$ cat config.mk
export PLATFORM = sky130hd
export DESIGN_NAME = tccw_ctrl
export DESIGN_NICKNAME = d
export VERILOG_FILES = /design/src/tccw_pkg.sv /design/src/tccw_ctrl.sv
export SDC_FILE = /design/constraint.sdc
export NUM_CORES = 1
export LEC_CHECK = 0
export BUFFER_PORTS_ARGS = -buffer_cell sky130_fd_sc_hd__buf_2
export CAP_MARGIN = 0
export CORE_AREA = 2 2 39 41
export CTS_CLUSTER_SIZE = 14
export DETAILED_ROUTE_END_ITERATION = 6
export DIE_AREA = 0 0 41 43
export SYNTH_ARGS = -nofsm -noshare
export SYNTH_HDL_FRONTEND = slang
export SYNTH_SLANG_ARGS = --single-unit
$ cat constraint.sdc
create_clock -name clk -period 2.25 [get_ports clk]
set_input_delay 0.45 -clock clk [delete_from_list [all_inputs] [get_ports clk]]
set_output_delay 0.45 -clock clk [all_outputs]
set_load 0.01 [all_outputs]
$ cat src/tccw_pkg.sv
`timescale 1ns / 1ps
`default_nettype none

package tccw_pkg;

	localparam int MAX_COLS_DEF = 128;
	localparam int MAX_ROWS_DEF = 64;

	localparam logic [7:0] CH_NEWLINE = 8'd10;
	localparam logic [7:0] CH_SPACE = 8'd32;

	localparam logic [7:0] COLS_RESET = 8'd80;
	localparam logic [6:0] ROWS_RESET = 7'd25;
	localparam logic [15:0] ATTR_RESET = 16'd7;
	localparam logic [6:0] INDENT_RESET = 7'd0;

	typedef enum logic [1:0] {
		CMD_PUT   = 2'd0,
		CMD_SET   = 2'd1,
		CMD_CLEAR = 2'd2,
		CMD_READ  = 2'd3
	} op_t;

	typedef enum logic [1:0] {
		REG_SCREEN_COLS = 2'd0,
		REG_SCREEN_ROWS = 2'd1,
		REG_TEXT_ATTR   = 2'd2,
		REG_INDENT_COL  = 2'd3
	} reg_idx_t;

	typedef struct packed {
		logic [1:0] cmd;
		logic [7:0] char_code;
		logic [7:0] pos_x;
		logic [6:0] pos_y;
	} in_req_t;

	typedef struct packed {
		logic [7:0]  cell_char;
		logic [15:0] cell_attr;
		logic [7:0]  cursor_col;
		logic [6:0]  cursor_row;
	} out_req_t;

	typedef struct packed {
		logic rdy;
		logic put_wr;
		logic cur_upd;
		logic nl_cur;
		logic fill_ld;
		logic fill_wr;
		logic sweep_wr;
		logic sweep_init;
		logic home;
		logic rd_en;
		logic push;
		logic push_rd;
	} ctl_t;

	typedef struct packed {
		logic room;
		logic is_nl;
		logic at_last;
		logic fill_need;
		logic fill_last;
		logic sweep_last;
	} stat_t;

endpackage

`default_nettype wire

$ cat src/tccw_ctrl.sv
`timescale 1ns / 1ps
`default_nettype none

module tccw_ctrl (
	input  wire logic             clk,
	input  wire logic             arst_n,
	input  wire logic             in_valid,
	input  wire logic [1:0]       op,
	input  wire tccw_pkg::stat_t  stat,
	output tccw_pkg::ctl_t        ctl
);

	typedef enum logic [2:0] {
		ST_INIT,
		ST_IDLE,
		ST_FILL,
		ST_CLR,
		ST_RD
	} state_t;

	state_t state_q;
	state_t state_d;
	logic   acc;

	assign acc = in_valid && stat.room && (state_q == ST_IDLE);

	always_comb begin
		ctl = '0;
		state_d = state_q;
		case (state_q)
			ST_INIT: begin
				ctl.sweep_wr = 1'b1;
				ctl.sweep_init = 1'b1;
				if (stat.sweep_last) begin
					state_d = ST_IDLE;
				end
			end
			ST_IDLE: begin
				ctl.rdy = stat.room;
				if (acc) begin
					case (op)
						tccw_pkg::CMD_PUT: begin
							if (stat.at_last) begin
								ctl.push = 1'b1;
							end else if (stat.is_nl) begin
								if (stat.fill_need) begin
									ctl.fill_ld = 1'b1;
									state_d = ST_FILL;
								end else begin
									ctl.nl_cur = 1'b1;
									ctl.push = 1'b1;
								end
							end else begin
								ctl.put_wr = 1'b1;
								ctl.cur_upd = 1'b1;
								ctl.push = 1'b1;
							end
						end
						tccw_pkg::CMD_SET: begin
							ctl.cur_upd = 1'b1;
							ctl.push = 1'b1;
						end
						tccw_pkg::CMD_CLEAR: begin
							state_d = ST_CLR;
						end
						tccw_pkg::CMD_READ: begin
							ctl.rd_en = 1'b1;
							state_d = ST_RD;
						end
						default: begin
							state_d = ST_IDLE;
						end
					endcase
				end
			end
			ST_FILL: begin
				ctl.fill_wr = 1'b1;
				if (stat.fill_last) begin
					ctl.nl_cur = 1'b1;
					ctl.push = 1'b1;
					state_d = ST_IDLE;
				end
			end
			ST_CLR: begin
				ctl.sweep_wr = 1'b1;
				if (stat.sweep_last) begin
					ctl.home = 1'b1;
					ctl.push = 1'b1;
					state_d = ST_IDLE;
				end
			end
			ST_RD: begin
				ctl.push_rd = 1'b1;
				state_d = ST_IDLE;
			end
			default: begin
				state_d = ST_IDLE;
			end
		endcase
	end

	always_ff @(posedge clk or negedge arst_n) begin
		if (!arst_n) begin
			state_q <= ST_INIT;
		end else begin
			state_q <= state_d;
		end
	end

endmodule

`default_nettype wire

-- Word level (Yosys, flattened, before mapping)
Cells that the tools add are included.
W data, S select, Z words.
- register bits: 3
- latch bits: 0
- bits in writable memories: 0
- memory bits (read-only): 0
- bits of input ports: 11
- output and inout bits: 12
- logic and storage cells: 55
- memories: 0
- add/sub/neg operators: 0
- multipliers: 0
- div/mod/pow operators: 0
- $lt $le $gt $ge: 0
- equal/unequal tests: 14
- shifts and indexed selects: 0
- muxes and demuxes: 34
- bitwise operators: 0
- reductions and logical operators: 6
- operators with widths (operator ; count):
    $mux W3 ; 7
    $pmux W3 S3 ; 2
    $mux W1 ; 15
    $ne A3 B3 Y1 const B ; 3
    $mux W2 ; 4
    $mux W4 ; 2
    $reduce_and A7 Y1 ; 1
    $eq A3 B2 Y1 const B ; 2
    $pmux W1 S2 ; 3
    $eq A2 B2 Y1 const B ; 2
    $ne A2 B2 Y1 const B ; 2
    $ne A4 B1 Y1 const B ; 1
    $eq A3 B1 Y1 const B ; 1
    $eq A3 B3 Y1 const B ; 1
    $logic_not A3 Y1 ; 1
    $pmux W1 S3 ; 1
    $eq A2 B1 Y1 const B ; 1
    $logic_and A1 B1 Y1 ; 2
    $logic_not A2 Y1 ; 1
    $ne A2 B1 Y1 const B ; 1
    $reduce_or A2 Y1 ; 1

-- Depth between registers and ports, before layout
- word-level depth: 6
- mapped depth: 6
- gate-level depth less buffers: 4

-- Least setup slack after synthesis
Ideal clock, no wire load.
- path kind: register to output
- from: register state_q[1]
- to: output port ctl[10] (netlist name)
- arrival: 1.650 ns
- data required time: 1.800 ns
- path slack: 0.150 ns
- stages on the path, launching flop included: 5
- path buffers: 1
- cell sequence: dfrtp_1 -> or3b_1 -> buf_2 -> or3_4 -> nor4_1
- RTL lines (what ; RTL line ; text):
    from (decl) ; tccw_ctrl.sv:21 ; state_t state_q;
    from (signal assigned) ; tccw_ctrl.sv:106 ; state_q <= state_d;
    to (decl) ; tccw_ctrl.sv:10 ; output tccw_pkg::ctl_t ctl

==> results.md <==
* Grt ovf at 0
* Max Clock Freq at roughly 0.46 GHz
* Post-synth top area cell: dfrtp_1
* First-pass GRT wire length at 1518 um
* Commonest non-fill, non-tap cell in the layout: buf_2
* PnR Total Power at 0.5518 mW
* Final HPWL DP at 764.5 um
* Final instance area at 538.0 sq um
* Initial antenna violation count at 0
* Largest regs: state_q: 3 flops
* Final Hold Viols at 0
* Maxcap violations at 0
* Worst Reg2Reg Path Length in Cells at 5
* Pre-CTS setup slack at approximately 0.22 ns
* Clock skew after layout at 0.004573 ns
* Placed cells at 86
* CTS max path bufs at 2
* Seq/Total Area, Yosys at 22.06%
* Period utilization at a little over nine tenths
* RD Place Congestion at 0.7379
* Hold path depth at 3
* Core Box Area at 1384 sq um
* Worst hold path class: input pin to flip-flop
* Utilization after layout at 38.88%
* DRC at 0
* Avg Inst Size Synth at 7.241 sq um
* Static Leak at 0.2883 nW
* VDD IR max at around 0.46 mV
* Synth top area share at 22.06%
* Number of vias after detailed routing at 422
* Inserted Diodes at 0
* RSZ-0062 raised after global routing: true
* Top cells by area, synth: dfrtp_1 22%, nor2_1 8.8%, a21oi_1 5.9%
* Routed len/inst at around 11 um
* Setup CP Type: flip-flop to primary output
* # rows at 14
* Crit. End Element: primary output
* Clock Sinks at 3
* Pin count of the biggest net entering global routing at 9
* Share of cells above drive strength 1 at 46.67%
* Final net count at 87
* Slew Limit Fails at 0
* Slew @ Worst Pin at 0.3126 ns
* Crit Path Max Fanout at 5
* Met1 usage at around 15%
* Die height at 43 um
* All-Layer GR Usage at 12.88%
* Clock transition at path regs at 0.03 ns
* Syn-to-layout area delta at 58.09%
* Chip width at 41 um
* Power density over the cells at 1026 nW/um^2
* Total wire length at ~960 um
* DRT iter0 DRCs at 6
* Commonest cells after routing, fill and taps aside: 22 x buf_2, 8 x nor2_1, 4 x nand2_1, 4 x a21oi_1, 4 x buf_4
* Busiest grt layer: met2
* # IOs at 23
* Root Buffer: clkbuf_4
* Fin cells at 91
* DP Area at 484.2 sq um
* Outcome: finished clean
* Synthesized flop and latch total at 3
* Crit path arrival time at 1.73 ns
* Starting Density at 24.59%
* Biggest register: state_q
* Number of global-route vias before repair at 381
* Met3 Usage GRT at 2.094%
* Antenna-violating nets left at 0
* Post-synth net total at 58
* Vias/cell at ~4.6
* Met2 Use GR at 19.38%
* Mapped cell area at 340.3 sq um
* Tmin final at around 2.2 ns
* Cells after synthesis at 47
* I/O Buffers at 22
* DR pass1 iterations at 4
* Worst slew margin at 78.88%
* Fillers at around 160
* Clock H-tree levels at 1
* Postcts setup bufs at 0
* YS warnings at 0
* Worst-Skew Late Latency at 0.23 ns
* TritonCTS clock tree: yes
* CTS buffer count at 3
* Data required, critical path at 1.80 ns
* Worst setup margin at 0.06858 ns
* Synth cell types at 25
* Largest register FFs at 3
* Setup violations, final at 0
* Die area at between 1500 and 2000 sq um
* Setup crit start kind: flip-flop
==> cell families after synthesis <==
logic type	Yosys count	synth area share, %
AO/OA/AOI/OAI	8	15.81
XOR/XNOR	1	2.574
buffers and inverters	6	8.086
flip-flops	3	22.06
multiplexers	2	6.250
AND/OR/NAND/NOR	27	45.22
==> worst max-delay path, cell delays in order, from the launching register on <==
cell and delay, ns:
dfrtp_1 0.37, or3b_4 0.40, or3_4 0.38, nor4_4 0.13, a21o_1 0.10, buf_2 0.12
==> synthesized netlist by cell type <==
library cell and n:
buf_2 1, or3_1 2, mux2i_1 1, buf_4 1
nor3_1 3, xor2_1 1, o22ai_1 1, nor2_1 8
or3_4 1, a21oi_1 4, nand2b_1 1, or3b_1 1
o211ai_2 1, nand2_1 4, inv_1 3, dfrtp_1 3
nor4_1 2, clkbuf_1 1, a21boi_0 1, nor3b_1 2
mux2_2 1, nand3_1 1, nor4_2 1, nor4bb_1 1
a21o_1 1
==> per-layer routing <==
layer	routed length, um	up-vias
li1	-	222
met1	417	184
met2	472	16
met3	67	0
met4	0	0
met5	0	-
==> repair_timing <==
item / in CTS / in global routing
gates resized for setup: 1 / 2
hold buffers: 1 / 0
pin swaps: 3 / 1
endpoints found under the setup margin: 1 / 4
endpoints found under the hold margin: 3 / 0
==> report_power, final <==
group / internal [mW] / switching (mW) / leakage, nW / total (mW)
registers: 0.0729 / 0.00812 / 0.0371 / 0.0810
clock network: 0.0664 / 0.0271 / 0.0150 / 0.0935
logic: 0.179 / 0.198 / 0.236 / 0.377
==> through the flow <==
stage	TNS (ns)	hold WS, ns
after floorplan	0	0.1544
after global placement	0	0.2447
after detailed placement	0	0.2485
after CTS	-0.02198	0.4987
after global routing	-0.02145	0.5220
final	0	0.5114
==> cell type report <==
type | instances | area (sq um) | area share (%)
flip-flops and latches | 3 | 75.07 | 13.95
well taps | 16 | 20.02 | 3.721
repair buffers | 27 | 150.1 | 27.91
clock buffers | 4 | 26.28 | 4.884
inverters | 3 | 11.26 | 2.093
multi-input cells | 38 | 255.2 | 47.44
==> worst paths after layout <==
| kind | from | end | slack, ns |
|---|---|---|---|
| max in group asynchronous | arst_n | state_q[0]$_DFFE_PN0P_ | 1.59 |
| min | op[1] | state_q[2]$_DFFE_PN0P_ | 0.51 |
| min in group asynchronous | arst_n | state_q[1]$_DFFE_PN0P_ | 0.55 |
| min reg2reg | state_q[1]$_DFFE_PN0P_ | state_q[1]$_DFFE_PN0P_ | 0.68 |
| max | state_q[2]$_DFFE_PN0P_ | ctl[8] | 0.07 |
| max reg2reg | state_q[2]$_DFFE_PN0P_ | state_q[1]$_DFFE_PN0P_ | 0.45 |
No activity file was read; power rests on OpenSTA's default activity.
